## src/hdl/mtac_pkg.sv

```systemverilog
// shared types and constants of the metric threshold alarm check
// no dependencies
`timescale 1ns / 1ps

package mtac_pkg;

  localparam int VAL_W  = 32;
  localparam int MIN_W  = 11;
  localparam int CHG_W  = 31;
  localparam int FLAG_W = 7;
  localparam int OBS_W  = 39;

  // rule flag bit positions
  localparam int FLAG_MIN_EN   = 0;
  localparam int FLAG_MAX_EN   = 1;
  localparam int FLAG_CHG_EN   = 2;
  localparam int FLAG_MASK     = 3;
  localparam int FLAG_EXCEPT   = 4;
  localparam int FLAG_DENY_ALL = 5;
  localparam int FLAG_DENY_EXC = 6;

  typedef enum logic [1:0] {
    KIND_LOW    = 2'd0,
    KIND_HIGH   = 2'd1,
    KIND_CHANGE = 2'd2
  } alarm_kind_t;

  typedef struct packed {
    logic [VAL_W-1:0]  now_seconds;
    logic [MIN_W-1:0]  current_minute;
    logic [VAL_W-1:0]  report_seconds;
    logic [MIN_W-1:0]  record_minute;
    logic [VAL_W-1:0]  current_value;
    logic [VAL_W-1:0]  last_value;
    logic [VAL_W-1:0]  prior_value;
    logic              is_cumulative;
    logic [FLAG_W-1:0] rule_flags;
    logic [VAL_W-1:0]  limit_low;
    logic [VAL_W-1:0]  limit_high;
    logic [CHG_W-1:0]  limit_change;
  } req_t;

  typedef struct packed {
    alarm_kind_t      alarm_kind;
    logic             masked;
    logic [VAL_W-1:0] limit_value;
    logic [OBS_W-1:0] observed_value;
    logic             last_alarm;
  } alarm_t;

  // what one divider cell holds and hands to the next
  typedef struct packed {
    logic [VAL_W-1:0] last;
    logic [VAL_W-1:0] lo;
    logic [VAL_W-1:0] hi;
    logic [CHG_W-1:0] chg;
    logic             low_hit;
    logic             high_hit;
    logic             chg_en;
    logic             masked;
    logic [VAL_W-1:0] divisor;
    logic [VAL_W-1:0] rem;
    logic [OBS_W-1:0] nq;
  } cell_t;

endpackage

```

## src/hdl/mtac_emit.sv

```systemverilog
// output stage: final change compare and one alarm item per firing check
// depends on mtac_pkg
`timescale 1ns / 1ps

module mtac_emit (
  input  logic             clk,
  input  logic             rst,
  input  logic             up_valid,
  output logic             up_take,
  input  mtac_pkg::cell_t  up_cell,
  output logic             out_valid,
  input  logic             out_ready,
  output mtac_pkg::alarm_t out_data
);
  import mtac_pkg::*;

  logic [2:0]       pend;
  logic [2:0]       low_bit;
  logic             last_one;
  logic             fire;
  logic             hit_chg;
  logic [VAL_W-1:0] last_q;
  logic [VAL_W-1:0] lo_q;
  logic [VAL_W-1:0] hi_q;
  logic [CHG_W-1:0] chg_q;
  logic [OBS_W-1:0] quo_q;
  logic             masked_q;

  assign hit_chg   = up_cell.chg_en && (up_cell.nq > OBS_W'(up_cell.chg));
  assign out_valid = |pend;
  assign fire      = out_valid && out_ready;
  assign low_bit   = pend & (~pend + 3'd1);
  assign last_one  = (pend & (pend - 3'd1)) == 3'd0;
  assign up_take   = !out_valid || (fire && last_one);

  always_ff @(posedge clk) begin
    if (rst) begin
      pend <= '0;
    end else if (up_take) begin
      pend <= up_valid ? {hit_chg, up_cell.high_hit, up_cell.low_hit} : 3'd0;
    end else if (fire) begin
      pend <= pend & ~low_bit;
    end
  end

  always_ff @(posedge clk) begin
    if (up_take) begin
      last_q   <= up_cell.last;
      lo_q     <= up_cell.lo;
      hi_q     <= up_cell.hi;
      chg_q    <= up_cell.chg;
      quo_q    <= up_cell.nq;
      masked_q <= up_cell.masked;
    end
  end

  // lowest pending check goes out first
  always_comb begin
    out_data.masked     = masked_q;
    out_data.last_alarm = last_one;
    if (pend[0]) begin
      out_data.alarm_kind     = KIND_LOW;
      out_data.limit_value    = lo_q;
      out_data.observed_value = OBS_W'(last_q);
    end else if (pend[1]) begin
      out_data.alarm_kind     = KIND_HIGH;
      out_data.limit_value    = hi_q;
      out_data.observed_value = OBS_W'(last_q);
    end else begin
      out_data.alarm_kind     = KIND_CHANGE;
      out_data.limit_value    = VAL_W'(chg_q);
      out_data.observed_value = quo_q;
    end
  end

endmodule

```

## config.mk

```make
export PLATFORM = sky130hd
export DESIGN_NAME = mtac_emit
export DESIGN_NICKNAME = d
export VERILOG_FILES = /design/src/hdl/mtac_pkg.sv /design/src/hdl/mtac_emit.sv
export SDC_FILE = /design/constraint.sdc
export NUM_CORES = 1
export LEC_CHECK = 0
export BUFFER_PORTS_ARGS = -buffer_cell sky130_fd_sc_hd__buf_2
export CORE_UTILIZATION = 35
export CTS_BUF_LIST = sky130_fd_sc_hd__clkbuf_8
export DETAILED_ROUTE_END_ITERATION = 7
export HOLD_SLACK_MARGIN = 0.05
export SYNTH_ARGS = -nofsm -noshare
export SYNTH_HDL_FRONTEND = slang
export SYNTH_SLANG_ARGS = --single-unit
```

## constraint.sdc

```tcl
create_clock -name clk -period 37.6 [get_ports clk]
set_input_delay 7.52 -clock clk [delete_from_list [all_inputs] [get_ports clk]]
set_output_delay 7.52 -clock clk [all_outputs]
set_load 0.03 [all_outputs]
```

==> results.md, run 1 <==
- CP cell instances: buf_2, nor2b_1, o21a_1, o21ai_4, buf_12, buf_2
- Core Util, Final: 46.0%
- Hold_buf cts: 0
- CTS tree: built
- R2R Path Start: pend[1]
- Worst clock skew: 0.0164 ns
- Synth Cell Area: 7110 um2
- WHS Endpoint: pend[2]
- Number of library cell types mapped by synthesis: 40
- Initial antenna violation count: 0
- Maximum fanout along the worst path: 168
- Die Y: 144 um
- Hold path depth: 2
- Worst hold slack: 0.616 ns
- Vias per cell: 4.62
- Htree depth: 4
- Post-synth top area cell: edfxtp_1
- DRC viols: 0
- Outcome: finished, final reports clean
- Fmax: 60.3 MHz
- Syn avg cell area: 15.6 um2
- Final setup viols: 0
- RSZ-0062 raised after global routing: no
- Clk pin slew, worst setup/hold paths: 0.09 ns
- Main synth FF type: edfxtp_1
- Power density cells: 50.7 nW/um2
- Site Rows: 51
- Global-route wire length before repair: 24100 um
- Reg2reg setup slack: 35.10 ns
- Post-DRT Antenna Nets: 0
- Iter 0 DRT Violations: 142
- Yosys top cell area share: 70.6%
- Clock Path Buffers: 2
- Total iterations of the first detailed-routing run: 4
- # port buffers: 250
- Dominant cells by area after synthesis: edfxtp_1 71%, ha_1 5.5%, mux2_2 5.1%
- Nets: 981
- Die area: 20900 um2
- Crit path max-delay cell type: buf_12
- Max-slew headroom: 39.2%
- Root Buffer: clkbuf_8
- Final Instance Count excl. Fillers: 991
- Post-layout min period: 16.58 ns
- VDD IR max: 0.0236 mV
- Dpl ws: 20.96 ns
- Tcrit/Tclk final: 44.1%
- CP top delay family: buffers and inverters
- Met3 WL post-DR: 1330 um
- Arrival time at the worst endpoint: 9.06 ns
- Synthesized Nets: 725
- Core Box Area: 19700 um2
- WL met2: 8170 um
- I/O pin count: 315
- Seq/Total Area, Yosys: 71.4%
- EDFF count, synth: 167
- Met1 wire length: 7090 um
- R2R Path End: chg_q[2]
- CTS sink count: 170
- Worst Tran Pin Value: 0.912 ns
- Final slew viol count: 0
- Clk_lat worst skew: 0.46 ns
- Top Layer Used: met4
- Max_cap viols: 0
- Vias in the first global route: 4714
- CP required: 30.08 ns
- Pin count of the biggest net entering global routing: 169
- CP endpoint kind: output port
- Commonest non-fill, non-tap cell in the layout: buf_2
- DR WL/cell: 17.0 um
- Syn-to-layout area delta: 27.3%
- Asr flop ratio synth: 0%
- Total negative slack: 0 ns
- Layout cell share with drive strength beyond 1: 45.0%
- Hold Crit Start: pend[2]
- Startpoint Class: input pin
- Final hold violation count: 0
- Most frequent cells in the layout: 250 x buf_2, 167 x edfxtp_1, 38 x nand2_1
- Global placer's final weighted congestion: 0.729
- DP Cell Count: 958
- Leak: 3.82 nW
- Worst r2r path cells: 4
- Final setup margin: 21.02 ns
- Routed WL: 16800 um
- Synth warnings: 0
- CP Buf/Inv Count: 3
- Mapped Cells: 456
- CTS Buf Count: 17
- Initial core utilization: 36.2%
- DP HPWL: 12000 um
- DIE WIDTH: 144 um
- Via count: 4577
- CP max stage delay: 0.63 ns
- Overflow after GRT: 0
- Seq cells post-synth: 170
- Post-CTS Resized: 0
- Worst Hold Class: reg2reg
- Most numerous cell on the critical path: buf_2
- Crit Path Class: in2out
- Setup Buffers After CTS: 0
- Fillers: 1823
- Overall routing resource usage: 15.8%
==> Yosys cell counts, types with 2 or more instances <==
| master | n |
|---|---|
| edfxtp_1 | 167 |
| nand2_1 | 38 |
| o21ai_0 | 36 |
| inv_1 | 32 |
| mux2_2 | 32 |
| ha_1 | 31 |
| mux2i_1 | 31 |
| a21oi_1 | 14 |
| clkbuf_1 | 8 |
| and2_1 | 7 |
| buf_2 | 7 |
| nor2_1 | 6 |
| nand3_1 | 4 |
| nand4_1 | 4 |
| dfxtp_1 | 3 |
| nor3_1 | 3 |
| a211oi_1 | 2 |
| a21boi_0 | 2 |
| buf_4 | 2 |
| nand2b_1 | 2 |
| nand3b_1 | 2 |
| nand4_2 | 2 |
| nor2b_1 | 2 |
| nor4_1 | 2 |
| o21a_1 | 2 |
==> sequential cells by signal (all words and copies together), names as in the netlist <==
name and cells:
hi_q 32, lo_q 32, masked_q 1, chg_q 31
quo_q 39, pend 3, last_q 32
==> power by group <==
group | internal, mW | switching [mW]
logic | 0.0312 | 0.0612
registers | 0.233 | 0.00669
clock network | 0.0541 | 0.0719
total | 0.319 | 0.140
==> worst register-to-register path, cell delays in order (launching register included) <==
cell and delay (ns):
dfxtp_2 0.53, buf_4 0.39, o21a_1 0.28, o21ai_4 0.15, buf_12 0.63
==> worst max path at each step <==
stage | startpoint | end | slack, ns | depth (start not counted)
2_1_floorplan | out_ready | up_take | 10.08 | 3
3_3_place_gp | out_ready | up_take | 21.02 | 6
3_5_place_dp | out_ready | up_take | 20.96 | 6
4_1_cts | out_ready | up_take | 20.96 | 6
5_1_grt | out_ready | up_take | 20.84 | 6
6_report | out_ready | up_take | 21.02 | 6
==> layout make-up <==
type                            count  area [um2]  area share, %
Clock buffer                       17         234           2.59
Clock inverter                     15         143           1.58
Antenna cell                        1        2.50         0.0277
Multi-Input combinational cell    237        1850           20.4
Sequential cell                   170        5080           56.1
Timing Repair Buffer              254        1290           14.3
Tap cell                          265         332           3.66
Inverter                           32         120           1.33
==> metrics by stage <==
step                      area (um2)  power [mW]
after floorplan                 7110       0.313
after global placement          8670       0.336
after detailed placement        8670       0.338
after CTS                       9050       0.465
after global routing            9050       0.480
final                           9050       0.458
==> kinds of logic (layout without fill, tap and decap cells) <==
family,after synthesis,in the layout,share of synthesized area [%]
buffers and inverters,49,318,2.82
AOI/OAI and AO/OA,64,64,5.18
adders and majority gates,31,31,5.46
DFF,170,170,71.4
other,0,1,0
and+or+nand+nor,79,79,5.69
muxes,63,63,9.44
==> metal layers <==
metal	vias up	global-route usage (%)
met5	-	0
met4	0	5.71
met3	13	5.10
met2	171	27.2
met1	2172	18.3
li1	2221	-
Note: power is estimated with default switching activity, not from simulation.
==> run 2, diff against run 1 <==
==> constraint.sdc (replaced) <==
create_clock -name clk -period 14.23 [get_ports clk]
set_input_delay 2.846 -clock clk [delete_from_list [all_inputs] [get_ports clk]]
set_output_delay 2.846 -clock clk [all_outputs]
set_load 0.03 [all_outputs]
==> run 2 against run 1 <==
Effect of this change: core utilization grew 0.11 points; global-route usage about the same; register-to-register slack worse by 24 ns; final cell count unchanged; clock-buffer cell count stayed put; critical endpoint unchanged; largest power group unchanged.
==> results.md, run 2 (synthesis results as in run 1) <==
- Reg2reg setup slack: 11.47 ns (was 35.10 ns)
- Layout cell share with drive strength beyond 1: 44.9% (was 45.0%)
- Clk_lat worst skew: 0.45 ns (was 0.46 ns)
- Pin count of the biggest net entering global routing: 81 (was 169)
- Site Rows: 51 (unchanged)
- Setup Buffers After CTS: 0 (unchanged)
- Worst Hold Class: reg2reg (unchanged)
- Sequential cell area: 5080 um2 (unchanged)
- Initial antenna violation count: 0 (unchanged)
- R2R Path End: quo_q[9] (was chg_q[2])
- Overflow after GRT: 0 (unchanged)
- Worst clock skew: 0.0146 ns (was 0.0164 ns)
- Final slew viol count: 0 (unchanged)
- Via count: 4646 (was 4577)
- Die Y: 144 um (unchanged)
- Nets: 982 (was 981)
- Root Buffer: clkbuf_8 (unchanged)
- Final setup viols: 0 (unchanged)
- CTS Buf Count: 17 (unchanged)
- Syn-to-layout area delta: 27.6% (was 27.3%)
- Most numerous cell on the critical path: buf_2 (unchanged)
- Arrival time at the worst endpoint: 3.88 ns (was 9.06 ns)
- Leak: 3.83 nW (was 3.82 nW)
- Tcrit/Tclk final: 47.2%
- Global placer's final weighted congestion: 0.744 (was 0.729)
- WHS Endpoint: pend[2] (unchanged)
- Core Util, Final: 46.1% (was 46.0%)
- CP top delay family: compound AO/OA/AOI/OAI gates (was buffers and inverters)
- Hold path depth: 2 (unchanged)
- Post-DRT Antenna Nets: 0 (unchanged)
- Die area: 20900 um2 (unchanged)
- # port buffers: 250 (unchanged)
- Routed WL: 16600 um (was 16800 um)
- Multi-input logic area: 1850 um2 (unchanged)
- Outcome: finished, final reports clean (unchanged)
- Vias per cell: 4.69 (was 4.62)
- Worst Tran Pin Value: 1.03 ns (was 0.912 ns)
- DRC viols: 0 (unchanged)
- Clock Path Buffers: 2 (unchanged)
- VDD IR max: 0.0524 mV (was 0.0236 mV)
- DR WL/cell: 16.8 um (was 17.0 um)
- N_diodes: 0 (was 1)
- Biggest register: quo_q (unchanged)
- Post-CTS Resized: 0 (unchanged)
- DP HPWL: 12100 um (was 12000 um)
- Iter 0 DRT Violations: 133 (was 142)
- Post-layout min period: 6.72 ns
- CP required: 11.38 ns (was 30.08 ns)
- Max_cap viols: 0 (unchanged)
- RSZ-0062 raised after global routing: no (unchanged)
- I/O pin count: 315 (unchanged)
- Total negative slack: 0 ns (unchanged)
- Global-route wire length before repair: 24300 um (was 24100 um)
- Final hold violation count: 0 (unchanged)
- Htree depth: 4 (unchanged)
- Overall routing resource usage: 15.8% (about the same)
- Hold Crit Start: pend[2] (unchanged)
- Total iterations of the first detailed-routing run: 4 (unchanged)
- R2R Path Start: pend[0] (was pend[1])
- CP endpoint kind: output port (unchanged)
- Worst hold slack: 0.656 ns (was 0.616 ns)
- CTS sink count: 170 (unchanged)
- Most frequent cells in the layout: 250 x buf_2, 167 x edfxtp_1, 38 x nand2_1 (unchanged)
- CP cell instances: buf_2, nor2b_1, o21a_1, o21ai_4, buf_2 (was buf_2, nor2b_1, o21a_1, o21ai_4, buf_12, buf_2)
- Fmax: 149 MHz
- Worst r2r path cells: 5 (was 4)
- Clk pin slew, worst setup/hold paths: 0.08 ns (was 0.09 ns)
- Vias in the first global route: 4731 (was 4714)
- CP max stage delay: 0.33 ns (was 0.63 ns)
- Fillers: 1853 (was 1823)
- CP Buf/Inv Count: 2 (was 3)
- Initial core utilization: 36.2% (unchanged)
- Core Box Area: 19700 um2 (unchanged)
- Hold_buf cts: 0 (unchanged)
- Max-slew headroom: 31.0% (was 39.2%)
- Commonest non-fill, non-tap cell in the layout: buf_2 (unchanged)
- CTS tree: built (unchanged)
- Crit path max-delay cell type: o21ai_4 (was buf_12)
- Maximum fanout along the worst path: 11 (was 168)
- DIE WIDTH: 144 um (unchanged)
- Startpoint Class: input pin (unchanged)
- Power density cells: 136 nW/um2 (was 50.7 nW/um2)
- Max FFs per register: 39 (unchanged)
- Crit Path Class: in2out (unchanged)
run 2: final cells by class:
class	count	area share, %
sequential	170	56.0
inverter	32	1.32
multi-input combinational	237	20.4
clock buffer	17	2.58
timing repair buffer	255	14.2
clock inverter	15	1.89
tap	265	3.66
run 2: worst max path at each step:
stage / startpoint / to / slack (ns) / cells after the start
floorplan: out_ready / up_take / 0.59 / 3
global placement: out_ready / up_take / 7.55 / 5
detailed placement: out_ready / up_take / 7.51 / 5
CTS: out_ready / up_take / 7.51 / 5
global route: out_ready / up_take / 7.47 / 5
finish: out_ready / up_take / 7.51 / 5
run 2: worst min-delay path: stages (launching register included):
cell and delay [ns]:
dfxtp_1 0.40, nand3b_1 0.15, o31ai_2 0.06
run 2: power breakdown:
part / total [mW] / switching, mW / internal (mW)
sequential: 0.631 / 0.0142 / 0.617
clock: 0.356 / 0.182 / 0.174
combinational: 0.247 / 0.165 / 0.0821
run 2: metrics by stage:
stage               setup slack (ns)  cells  cell area (um2)  power (mW)
CTS                             7.51    991             9070        1.25
global route                    7.47    991             9070        1.29
global placement                7.55    959             8660       0.887
detailed placement              7.51    959             8660       0.894
floorplan                      0.592    456             7110       0.817
finish                          7.51    991             9070        1.23
run 2: layer usage:
layer	vias up	wire length (um)	GRT usage, %	part of all wire [%]
li1	2226	-	-	-
met1	2229	6900	19.1	41
met2	177	8220	26.6	49
met3	14	1310	4.64	7.9
met4	0	200	5.87	1.2
met5	-	0	0	0
