`config.mk`:
```
export PLATFORM = sky130hd
export DESIGN_NAME = mtac_div_cell
export DESIGN_NICKNAME = d
export VERILOG_FILES = /design/src/hdl/mtac_pkg.sv /design/src/hdl/mtac_div_cell.sv
export SDC_FILE = /design/constraint.sdc
export NUM_CORES = 1
export LEC_CHECK = 0
export ABC_AREA = 1
export BUFFER_PORTS_ARGS = -buffer_cell sky130_fd_sc_hd__buf_2
export CAP_MARGIN = 30
export CORE_AREA = 2 2 185 187
export CTS_CLUSTER_DIAMETER = 40
export DETAILED_ROUTE_END_ITERATION = 8
export DIE_AREA = 0 0 187 189
export PLACE_DENSITY = 0.59
export SETUP_SLACK_MARGIN = 0.3
export SYNTH_ARGS = -nofsm -noshare
export SYNTH_HDL_FRONTEND = slang
export SYNTH_SLANG_ARGS = --single-unit
```
`constraint.sdc`:
```
create_clock -name clk -period 6.2 [get_ports clk]
set_input_delay 0.62 -clock clk [delete_from_list [all_inputs] [get_ports clk]]
set_output_delay 0.62 -clock clk [all_outputs]
set_load 0.01 [all_outputs]
```
`src/hdl/mtac_pkg.sv`:
```
// shared types and constants of the metric threshold alarm check
// no dependencies
`timescale 1ns / 1ps

package mtac_pkg;

  localparam int VAL_W  = 32;
  localparam int MIN_W  = 11;
  localparam int CHG_W  = 31;
  localparam int FLAG_W = 7;
  localparam int OBS_W  = 39;

  // rule flag bit positions
  localparam int FLAG_MIN_EN   = 0;
  localparam int FLAG_MAX_EN   = 1;
  localparam int FLAG_CHG_EN   = 2;
  localparam int FLAG_MASK     = 3;
  localparam int FLAG_EXCEPT   = 4;
  localparam int FLAG_DENY_ALL = 5;
  localparam int FLAG_DENY_EXC = 6;

  typedef enum logic [1:0] {
    KIND_LOW    = 2'd0,
    KIND_HIGH   = 2'd1,
    KIND_CHANGE = 2'd2
  } alarm_kind_t;

  typedef struct packed {
    logic [VAL_W-1:0]  now_seconds;
    logic [MIN_W-1:0]  current_minute;
    logic [VAL_W-1:0]  report_seconds;
    logic [MIN_W-1:0]  record_minute;
    logic [VAL_W-1:0]  current_value;
    logic [VAL_W-1:0]  last_value;
    logic [VAL_W-1:0]  prior_value;
    logic              is_cumulative;
    logic [FLAG_W-1:0] rule_flags;
    logic [VAL_W-1:0]  limit_low;
    logic [VAL_W-1:0]  limit_high;
    logic [CHG_W-1:0]  limit_change;
  } req_t;

  typedef struct packed {
    alarm_kind_t      alarm_kind;
    logic             masked;
    logic [VAL_W-1:0] limit_value;
    logic [OBS_W-1:0] observed_value;
    logic             last_alarm;
  } alarm_t;

  // what one divider cell holds and hands to the next
  typedef struct packed {
    logic [VAL_W-1:0] last;
    logic [VAL_W-1:0] lo;
    logic [VAL_W-1:0] hi;
    logic [CHG_W-1:0] chg;
    logic             low_hit;
    logic             high_hit;
    logic             chg_en;
    logic             masked;
    logic [VAL_W-1:0] divisor;
    logic [VAL_W-1:0] rem;
    logic [OBS_W-1:0] nq;
  } cell_t;

endpackage

```
`src/hdl/mtac_div_cell.sv`:
```
// one restoring-division cell: one quotient bit per cell, then a register
// depends on mtac_pkg
`timescale 1ns / 1ps

module mtac_div_cell (
  input  logic            clk,
  input  logic            rst,
  input  logic            up_valid,
  output logic            up_take,
  input  mtac_pkg::cell_t up_cell,
  output logic            dn_valid,
  input  logic            dn_take,
  output mtac_pkg::cell_t dn_cell
);
  import mtac_pkg::*;

  logic           v;
  cell_t          c;
  logic [VAL_W:0] trial;
  logic [VAL_W:0] less;
  logic           fits;
  cell_t          step;

  assign up_take  = !v || dn_take;
  assign dn_valid = v;
  assign dn_cell  = c;

  // shift the next numerator bit into the remainder, subtract if it fits
  always_comb begin
    trial     = {up_cell.rem, up_cell.nq[OBS_W-1]};
    less      = trial - {1'b0, up_cell.divisor};
    fits      = trial >= {1'b0, up_cell.divisor};
    step      = up_cell;
    step.rem  = fits ? less[VAL_W-1:0] : trial[VAL_W-1:0];
    step.nq   = {up_cell.nq[OBS_W-2:0], fits};
  end

  always_ff @(posedge clk) begin
    if (rst) begin
      v <= 1'b0;
    end else if (up_take) begin
      v <= up_valid;
    end
  end

  always_ff @(posedge clk) begin
    if (up_take) c <= step;
  end

endmodule

```
==> results of run 1 <==
[sequential cells by signal, indices dropped and copies added, names as in the netlist]
signal / flops
dn_cell: 234
dn_valid: 1
[metrics by stage]
step,instance area [um2],setup slack (ns),cells,power [mW]
3_5_place_dp,13100,2.94,1804,2.62
3_3_place_gp,13100,2.98,1804,2.61
4_1_cts,14500,3.54,1875,4.85
5_1_grt,14500,3.35,1883,4.99
6_report,14500,3.55,1883,4.79
2_1_floorplan,10300,2.12,891,2.32
[layout make-up]
cell class                 instances  area [um2]  share of cell area [%]
tap                              448         561                    3.87
antenna                            8        20.0                   0.138
multi-input combinational        492        2570                    17.7
sequential                       235        7050                    48.6
clock buffer                      43         991                    6.84
inverter                         154         578                    3.99
timing repair buffer             475        2380                    16.4
clock inverter                    28         344                    2.37
[kinds of logic (layout without fill, tap and decap cells)]
kind of cell | after synthesis | in the layout
other cells | 0 | 8
compound gates | 25 | 25
fa+ha+maj | 33 | 33
xor+xnor | 14 | 14
flops | 235 | 235
simple gates | 420 | 420
buf+inv | 164 | 700
[power by group through the flow]
stage	registers, mW	logic, mW	clock network, mW
after floorplan	2.06	0.261	0
after global placement	1.98	0.636	0
after detailed placement	1.98	0.640	0
after CTS	1.95	0.641	2.26
after global routing	1.96	0.702	2.33
final	1.95	0.632	2.21
[worst max-delay path by stage]
| stage | endpoint | slack, ns | cells past startpoint |
|---|---|---|---|
| floorplan | up_take | 2.12 | 2 |
| global placement | dn_cell[39] | 2.98 | 13 |
| detailed placement | dn_cell[40] | 2.94 | 13 |
| CTS | dn_cell[40] | 3.54 | 13 |
| global route | dn_cell[41] | 3.35 | 13 |
| finish | dn_cell[40] | 3.55 | 13 |
[worst max-delay path: stages]
cell and delay, ns:
buf_2 0.09, inv_1 0.04, ha_1 0.32, nand2_1 0.13
inv_1 0.08, nand2_1 0.07, nand2_1 0.10, nand2_1 0.10
a21oi_1 0.09, nor2_4 0.72, nand2_8 0.32, nand2_1 0.15
o21ai_0 0.08
[synth_stat cells (2+ instances only)]
master    number  share of area, %
a21oi_1       22               1.1
and2_1         8              0.49
buf_2          7              0.34
edfxtp_1     234                69
ha_1          32               3.9
inv_1        151               5.5
inv_2          3              0.11
nand2_1      277                10
nand2_2        4              0.24
nand3_1       52               2.5
nand3_2       16               1.6
nand3b_1      10              0.73
nand4_1        2              0.12
nor2_1        34               1.2
nor2_2         5              0.30
nor3_1         6              0.29
nor3_2         2              0.20
o21ai_0        2             0.098
xor2_1        13               1.1
[metal layers]
layer / wire (um) / track usage, % / vias to the layer above
met5: 0 / 0 / -
met4: 853 / 6.68 / 0
met3: 2140 / 5.30 / 47
met2: 18300 / 34.9 / 299
met1: 12900 / 20.7 / 3708
li1: - / - / 3966
==> impl_results.rst, run 1 <==
.. list-table::
   :header-rows: 1

   * - Metric
     - Value
   * - NumNets Final
     - 1668
   * - Number of remaining DRC errors
     - 0
   * - Number of global-route vias before repair
     - 8033
   * - Height of the chip
     - 189 um
   * - Number of buffers on the longest clock path
     - 3
   * - CP arrival
     - 2.93 ns
   * - Sequential Power Share
     - 40.6%
   * - Overall Global Routing Usage
     - 18.9%
   * - Share of the core filled with cells
     - 43.5%
   * - Combinational family with the most area after synthesis
     - simple AND/OR/NAND/NOR gates
   * - Worst Hold Path EP
     - dn_valid
   * - Combined area of all synthesized cells
     - 0.0103 mm2
   * - TritonCTS sink count
     - 235
   * - Critical path peak fanout
     - 35
   * - Mean post-synth cell area
     - 11.5 um2
   * - Total clock buffers created by CTS
     - 39
   * - Hold path cells
     - 2
   * - Floorplan die area
     - 0.0353 mm2
   * - Number of ports placed on the die boundary
     - 474
   * - Critical Path Start Type
     - input pin
   * - Final min period
     - 2.65 ns
   * - Kind of critical path
     - in2reg
   * - Number of instances in the synthesized netlist
     - 891
   * - Seq cells post-synth
     - 235
   * - Reg2Reg Setup Slack
     - 3.84 ns
   * - Commonest non-fill, non-tap cells in the layout
     - 473 x buf_2, 276 x nand2_1, 234 x edfxtp_1, 151 x inv_1, 52 x nand3_1
   * - Max H-tree Level
     - 2
   * - Post-route clock skew
     - 0.0133 ns
   * - Core Area
     - 0.0333 mm2
   * - Count of flip-flops with a built-in enable after synthesis
     - 234
   * - Routed via count
     - 8020
   * - Area grow syn2layout
     - 41.3%
   * - YS warnings
     - 0
   * - Clock Latency Late Sink
     - 0.53 ns
   * - Complex-gate fraction of the synthesized area
     - 1.24%
   * - Number of antenna violations at the first check in global routing
     - 10
   * - Least-Margin Pin Slew
     - 0.930 ns
   * - Internal power component
     - 3.57 mW
   * - Number of DRC markers after the initial detailed-route iteration
     - 408
   * - Worst hold slack across all endpoints
     - 0.234 ns
   * - Setup-failing EPs final
     - 0
   * - Clk pwr share
     - 46.2%
   * - Number of vias per cell after detailed routing
     - 4.26
   * - Startpoint of the most critical setup path
     - up_cell[91]
   * - Critical register-to-register path endpoint
     - dn_cell[130]
   * - Count of unique library cells instantiated by Yosys
     - 30
   * - Worst r2r src
     - dn_valid
   * - # resized after CTS
     - 0
   * - Sequential cell area fraction in the yosys report
     - 68.7%
   * - Combinational share of power
     - 13.2%
   * - GRT Residual Overflow
     - 0
   * - Hold wc startpoint
     - rst
   * - Headroom to the max-slew limit
     - 38.0%
   * - Global-route wire length before repair
     - 49100 um
   * - Post-detail-place hpwl
     - 27400 um
   * - Min-delay worst type
     - in2reg
   * - Routability cong.
     - 0.908
   * - Status
     - completed
   * - Crit share post-route
     - 42.7%
   * - Power per cell area
     - 331 mW/mm2
   * - Most frequent standard cell in the layout excluding fill and tap cells
     - buf_2
   * - Final number of max-transition violations
     - 0
   * - Clock-pin slew of the registers on the worst-case setup and hold paths
     - 0.05 ns
   * - Port Buf Inserts
     - 473
   * - TritonCTS clock tree
     - done
   * - Wirelength, routed
     - 34100 um
   * - Worst IR Drop VDD
     - 209 uV
   * - Sum of negative setup slack
     - 0 ns
   * - Switching part of the total
     - 25.5%
   * - Setup repair after global routing missed its margin
     - false
   * - Fraction of layout instances using a drive strength above 1
     - 40.2%
   * - Proportion of synthesized flip-flops having asynchronous set or reset
     - 0%
   * - Setup fix buffers added after clock tree synthesis
     - 0
   * - Mux cell area share after synthesis
     - 0%
   * - Std-Cell Rows
     - 67
   * - Post-Synthesis Net Count
     - 1162
   * - Post-synthesis xor/xnor area fraction
     - 1.20%
   * - Max Clock Freq
     - 0.378 GHz
   * - Net load switching power
     - 1.22 mW
   * - Static Leak
     - 7.13 nW
   * - Maximum number of pins on one net before global-route repair
     - 112
   * - First drt pass iteration count
     - 5
   * - Worst Path Required
     - 6.48 ns
   * - Number of hold violations in the final report
     - 0
   * - Number of fillers in the final layout
     - 3285
   * - Starting density of the core
     - 30.8%
   * - Number of buffers inserted by hold repair at cts
     - 0
   * - Remaining antenna violation count after routing
     - 0
   * - Library cell used as clock root buffer
     - clkbuf_16
   * - Post-synthesis simple-gate area fraction
     - 18.3%
   * - Adder-cell share of the synthesized area
     - 4.10%
   * - R2r worst-path depth
     - 2
   * - Routed length per placed instance
     - 18.1 um
   * - Number of max-capacitance violations reported
     - 0
   * - Synth Flop Type
     - edfxtp_1
   * - Crit path capture type
     - register
   * - Die Width
     - 187 um
Note: power is estimated with default switching activity, not from simulation.
==> run 2, diff against run 1 <==
==> constraint.sdc (replaced) <==
create_clock -name clk -period 2.3 [get_ports clk]
set_input_delay 0.23 -clock clk [delete_from_list [all_inputs] [get_ports clk]]
set_output_delay 0.23 -clock clk [all_outputs]
set_load 0.01 [all_outputs]
==> impl_results.rst, run 2 (synthesis results as in run 1) <==
.. list-table::
   :header-rows: 1

   * - Metric
     - Value
   * - Status
     - completed
   * - Maximum number of pins on one net before global-route repair
     - 61 (-46%)
   * - Number of stages on the worst setup path
     - 2 (-11)
   * - Crit path capture type
     - output pin
   * - Commonest non-fill, non-tap cells in the layout
     - 473 x buf_2, 276 x nand2_1, 234 x edfxtp_1, 203 x dlygate4sd3_1, 151 x inv_1
   * - Cell-by-cell listing of the critical path
     - nand2_8 -> buf_2
   * - Final min period
     - 1.84 ns
   * - Hold path cells
     - 3 (+1)
   * - Core Area
     - 0.0333 mm2 (unchanged)
   * - Remaining antenna violation count after routing
     - 0 (unchanged)
   * - TritonCTS clock tree
     - done
   * - Bufs and invs on worst path
     - 1 (-2)
   * - R2r worst-path depth
     - 3 (+1)
   * - GRT Residual Overflow
     - 0 (unchanged)
   * - Number of antenna violations at the first check in global routing
     - 15 (+5)
   * - Number of remaining DRC errors
     - 0 (unchanged)
   * - CP arrival
     - 1.61 ns (-1.32 ns)
   * - Number of max-capacitance violations reported
     - 0 (unchanged)
   * - Overall Global Routing Usage
     - 20.6% (+1.7 points)
   * - Number of ports placed on the die boundary
     - 474 (unchanged)
   * - Number of hold violations in the final report
     - 0 (unchanged)
   * - Static Leak
     - 8.08 nW (+13%)
   * - Routed length per placed instance
     - 17.7 um (-2.6%)
   * - Number of vias per cell after detailed routing
     - 4.29 (+0.73%)
   * - Port Buf Inserts
     - 473 (unchanged)
   * - Fin cells
     - 2116 (+12%)
   * - Crit share post-route
     - 80.0%
   * - Number of placed cells counting well taps
     - 1828 (+1.3%)
   * - Area grow syn2layout
     - 63.1%
   * - Floorplan die area
     - 0.0353 mm2 (unchanged)
   * - Library cell used as clock root buffer
     - clkbuf_16
   * - Cell at the slowest stage of the critical path
     - dfxtp_1
   * - Max Clock Freq
     - 0.543 GHz
   * - Critical path peak fanout
     - 60 (+71%)
   * - TritonCTS sink count
     - 235 (unchanged)
   * - Starting density of the core
     - 30.8% (unchanged)
   * - Design Power
     - 12.9 mW (+170%)
   * - Worst IR Drop VDD
     - 538 uV (+160%)
   * - Power per cell area
     - 772 mW/mm2 (+130%)
   * - NumNets Final
     - 1895 (+14%)
   * - # resized after CTS
     - 0 (unchanged)
   * - Wirelength, routed
     - 37400 um (+9.5%)
   * - Placement Cell Area
     - 0.0134 mm2 (+2.1%)
   * - Global-route wire length before repair
     - 54900 um (+12%)
   * - Final standard cell area without fillers
     - 0.0167 mm2 (+15%)
   * - Clock Latency Late Sink
     - 0.52 ns (about the same)
   * - Number of buffers on the longest clock path
     - 3 (unchanged)
   * - Largest delay contributor family on the critical path
     - flip-flops
   * - Worst Path Required
     - 2.07 ns (-4.41 ns)
   * - Fraction of layout instances using a drive strength above 1
     - 35.8% (-4.4 points)
   * - Die Width
     - 187 um (unchanged)
   * - Max H-tree Level
     - 2 (unchanged)
   * - Std-Cell Rows
     - 67 (unchanged)
   * - Headroom to the max-slew limit
     - 63.1% (+25 points)
   * - Number of flip-flops under the largest register name
     - 234 (unchanged)
   * - Routed via count
     - 9078 (+13%)
   * - Setup fix buffers added after clock tree synthesis
     - 0 (unchanged)
   * - Setup-failing EPs final
     - 0 (unchanged)
   * - Number of DRC markers after the initial detailed-route iteration
     - 531 (+30%)
   * - Post-detail-place hpwl
     - 28400 um (+3.6%)
   * - First drt pass iteration count
     - 5 (unchanged)
   * - Min-delay worst type
     - in2reg
   * - Worst path max stage delay
     - 0.44 ns (-0.28 ns)
   * - Clock-pin slew of the registers on the worst-case setup and hold paths
     - 0.06 ns (about the same)
   * - Total clock buffers created by CTS
     - 39 (unchanged)
   * - Height of the chip
     - 189 um (unchanged)
   * - Kind of critical path
     - reg2out
   * - Critical Path Start Type
     - register
   * - Setup repair after global routing missed its margin
     - false
   * - Least-Margin Pin Slew
     - 0.551 ns (-0.379 ns)
   * - Post-route clock skew
     - 0.0247 ns (+0.0114 ns)
   * - Sum of negative setup slack
     - 0 ns (unchanged)
   * - Number of global-route vias before repair
     - 9576 (+19%)
   * - Most frequent standard cell in the layout excluding fill and tap cells
     - buf_2
   * - Routability cong.
     - 0.900 (-0.88%)
   * - Final number of max-transition violations
     - 0 (unchanged)
[run 2: final timing paths]
path | start | end | slack (ns)
worst max-delay path | dn_valid | up_take | 0.46
worst max register to register | dn_valid | dn_valid | 0.62
worst min register to register | dn_valid | dn_cell[5] | 1.05
worst min-delay path | up_cell[68] | dn_cell[69] | 0.05
[run 2: metrics by stage]
step,setup WS (ns),util [%],hold slack [ns]
3_3_place_gp,0.0164,40.3,0.391
4_1_cts,0.406,50.1,0.0185
5_1_grt,0.346,50.3,0.0368
3_5_place_dp,0.0453,40.3,0.402
2_1_floorplan,0.457,-,0.299
6_report,0.459,50.3,0.0468
[run 2: cell type report]
type	instances	area (um2)
clock buffer	47	1010
fill	3053	16600
tap	448	561
timing repair buffer	702	4690
antenna	16	40.0
multi-input combinational	492	2570
clock inverter	22	233
sequential	235	7050
inverter	154	578
[run 2: per-layer routing]
layer,wire [um],up-vias,global-route usage [%]
met5,0,-,0
met4,1030,0,7.72
met3,2140,62,4.50
met2,20100,346,38.4
met1,14100,4242,22.8
li1,-,4428,-
[run 2: where the power goes]
group          internal, mW  total (mW)  switching (mW)
sequential             5.15        5.25           0.105
clock                  3.49        5.56            2.07
combinational         0.939        2.11            1.17
[run 2: repair_timing]
action                     CTS  global route
hold buffers               203             0
setup endpoints to repair    0             0
hold endpoints to repair   202             0
[run 2: worst reg2reg max path, cell delays in order, from the launching register on]
cell and delay, ns:
dfxtp_1 0.44, nand2_8 0.35, a21oi_1 0.28, dlygate4sd3_1 0.56
==> run 3, diff against run 2 <==
==> constraint.sdc (replaced) <==
create_clock -name clk -period 1.6 [get_ports clk]
set_input_delay 0.16 -clock clk [delete_from_list [all_inputs] [get_ports clk]]
set_output_delay 0.16 -clock clk [all_outputs]
set_load 0.01 [all_outputs]
==> impl_results.rst, run 3 (synthesis results as in run 1) <==
.. list-table::
   :header-rows: 1

   * - Metric
     - Value
   * - Post-route clock skew
     - 0.0158 ns (-0.00893 ns)
   * - Fraction of layout instances using a drive strength above 1
     - 53.3% (+18 points)
   * - Headroom to the max-slew limit
     - 78.7% (+16 points)
   * - Static Leak
     - 9.34 nW (+16%)
   * - Placement Cell Area
     - 0.0143 mm2 (+6.9%)
   * - Critical Path Start Type
     - register
   * - Number of antenna violations at the first check in global routing
     - 9 (-6)
   * - Library cell used as clock root buffer
     - clkbuf_16
   * - Total clock buffers created by CTS
     - 41 (+5.1%)
   * - Setup slack of the critical path after layout
     - 0.145 ns (-0.315 ns)
   * - Starting density of the core
     - 30.8% (unchanged)
   * - Hold wc startpoint
     - up_cell[43]
   * - Crit path capture type
     - output pin
   * - Number of vias per cell after detailed routing
     - 4.47 (+4.1%)
   * - Combinational share of power
     - 20.5% (+4.2 points)
   * - Area grow syn2layout
     - 94.5%
   * - Hold path cells
     - 4 (+1)
   * - Cell-by-cell listing of the critical path
     - nand2_8 -> buf_16 -> buf_6
   * - Reg2Reg Setup Slack
     - 0.34 ns (-0.28 ns)
   * - Design Power
     - 20.6 mW (+60%)
   * - Die Width
     - 187 um (unchanged)
   * - Kind of critical path
     - reg2out
   * - TritonCTS sink count
     - 235 (unchanged)
   * - GRT Residual Overflow
     - 0 (unchanged)
   * - Clock-pin slew of the registers on the worst-case setup and hold paths
     - 0.06 ns (about the same)
   * - Remaining antenna violation count after routing
     - 0 (unchanged)
   * - Net load switching power
     - 5.53 mW (+65%)
   * - Core Area
     - 0.0333 mm2 (unchanged)
   * - Worst path max stage delay
     - 0.38 ns (-0.06 ns)
   * - Least-Margin Pin Slew
     - 0.319 ns (-0.232 ns)
   * - Worst Path Required
     - 1.44 ns (-0.63 ns)
   * - Sequential Power Share
     - 36.6% (-4.1 points)
   * - Power per cell area
     - 1030 mW/mm2 (+34%)
   * - TritonCTS clock tree
     - done
   * - Number of max-capacitance violations reported
     - 0 (unchanged)
   * - Std-Cell Rows
     - 67 (unchanged)
   * - Floorplan die area
     - 0.0353 mm2 (unchanged)
   * - NumNets Final
     - 2047 (+8.0%)
   * - Number of hold violations in the final report
     - 0 (unchanged)
   * - Routed length per placed instance
     - 18.8 um (+6.4%)
   * - CP arrival
     - 1.30 ns (-0.31 ns)
   * - Status
     - completed
   * - Final min period
     - 1.46 ns
   * - Worst IR Drop VDD
     - 1010 uV (+88%)
   * - Share of the core filled with cells
     - 59.9% (+9.7 points)
   * - Overall Global Routing Usage
     - 22.6% (+2.1 points)
   * - Most frequent standard cell in the layout excluding fill and tap cells
     - buf_2
   * - Number of buffers on the longest clock path
     - 3 (unchanged)
   * - Final number of max-transition violations
     - 0 (unchanged)
   * - Routability cong.
     - 0.914 (+1.5%)
   * - Switching part of the total
     - 26.8% (+0.93 points)
   * - Port Buf Inserts
     - 473 (unchanged)
   * - Worst Hold Path EP
     - dn_cell[44]
   * - Number of global-route vias before repair
     - 10200 (+6.8%)
   * - Post-detail-place hpwl
     - 28200 um (-0.51%)
   * - Number of flip-flops under the largest register name
     - 234 (unchanged)
   * - Sum of negative setup slack
     - 0 ns (unchanged)
   * - Wirelength, routed
     - 42600 um (+14%)
   * - R2r worst-path depth
     - 3 (unchanged)
   * - Max Clock Freq
     - 0.687 GHz
   * - Clk pwr share
     - 42.8% (-0.2 points)
   * - Internal power component
     - 15.1 mW (+58%)
   * - Max H-tree Level
     - 2 (unchanged)
   * - Crit share post-route
     - 91.0%
   * - Critical register-to-register path endpoint
     - dn_cell[70]
   * - Cell at the slowest stage of the critical path
     - dfxtp_4
   * - Global-route wire length before repair
     - 60400 um (+9.9%)
   * - Critical path peak fanout
     - 3 (-95%)
   * - Commonest non-fill, non-tap cells in the layout
     - 441 x buf_2, 234 x edfxtp_1, 227 x dlygate4sd3_1, 185 x nand2_1, 114 x buf_4
   * - Post-placement worst setup slack
     - -0.444 ns (-0.489 ns)
   * - Number of DRC markers after the initial detailed-route iteration
     - 517 (-2.6%)
   * - Clock Latency Late Sink
     - 0.55 ns (+0.03 ns)
   * - First drt pass iteration count
     - 5 (unchanged)
   * - Final standard cell area without fillers
     - 0.0199 mm2 (+19%)
   * - Height of the chip
     - 189 um (unchanged)
   * - Setup repair after global routing missed its margin
     - true
   * - Min-delay worst type
     - in2reg
   * - Maximum number of pins on one net before global-route repair
     - 53 (-13%)
   * - Setup-failing EPs final
     - 0 (unchanged)
   * - Number of remaining DRC errors
     - 0 (unchanged)
   * - Number of ports placed on the die boundary
     - 474 (unchanged)
   * - Routed via count
     - 10100 (+11%)
   * - Worst r2r src
     - dn_valid
## run 3: worst max path at each step
stage	from	endpoint	slack, ns
after floorplan	dn_valid	dn_cell[0]	-0.08
after global placement	up_cell[82]	dn_cell[66]	-0.42
after detailed placement	up_cell[82]	dn_cell[66]	-0.44
after CTS	dn_valid	up_take	0.15
after global routing	up_cell[58]	dn_cell[65]	0.09
final	dn_valid	up_take	0.14
## run 3: through the flow
| stage | std cells | hold WS [ns] |
|---|---|---|
| after detailed placement | 1891 | 0.313 |
| after global placement | 1891 | 0.312 |
| final | 2265 | 0.0244 |
| after floorplan | 891 | 0.222 |
| after CTS | 2225 | 0.0201 |
| after global routing | 2263 | 0.0103 |
## run 3: metal layers
layer  global-route usage, %  routed length [um]  up-vias
met3                    4.60                2420       92
met4                    9.40                1500        2
met1                    24.0               15200     4878
met5                       0                  13        -
li1                        -                   -     4739
met2                    43.5               23400      407
## run 3: power by group through the flow
| stage | logic, mW | clock network (mW) | registers [mW] |
|---|---|---|---|
| floorplan | 1.17 | 0 | 7.95 |
| detailed placement | 2.98 | 0 | 7.65 |
| finish | 4.24 | 8.83 | 7.56 |
| CTS | 3.82 | 8.94 | 7.54 |
| global route | 4.53 | 9.22 | 7.60 |
| global placement | 2.96 | 0 | 7.65 |
## run 3: cell type report
| type | count | area (um2) |
|---|---|---|
| diodes | 10 | 25.0 |
| clock buffers | 47 | 1090 |
| clock inverters | 27 | 294 |
| fillers | 2641 | 13300 |
| inverters | 154 | 611 |
| multi-input cells | 493 | 3790 |
| flip-flops and latches | 235 | 7050 |
| well taps | 448 | 561 |
| repair buffers | 851 | 6520 |
## run 3: worst max-delay path: cells and delay by family (launching register included)
family	cells	cell delay, ns
buffers and inverters	2	0.27
DFF	1	0.38
and+or+nand+nor	1	0.08
## run 3: timing repair
| item | 4_1_cts | 5_1_grt |
|---|---|---|
| gates resized for setup | 162 | 166 |
| endpoints found under the setup margin | 40 | 248 |
| cloned | 9 | 7 |
| hold buffers | 227 | 0 |
| setup buffers | 24 | 23 |
| hold endpoints to repair | 226 | 0 |
| pin swaps | 50 | 85 |
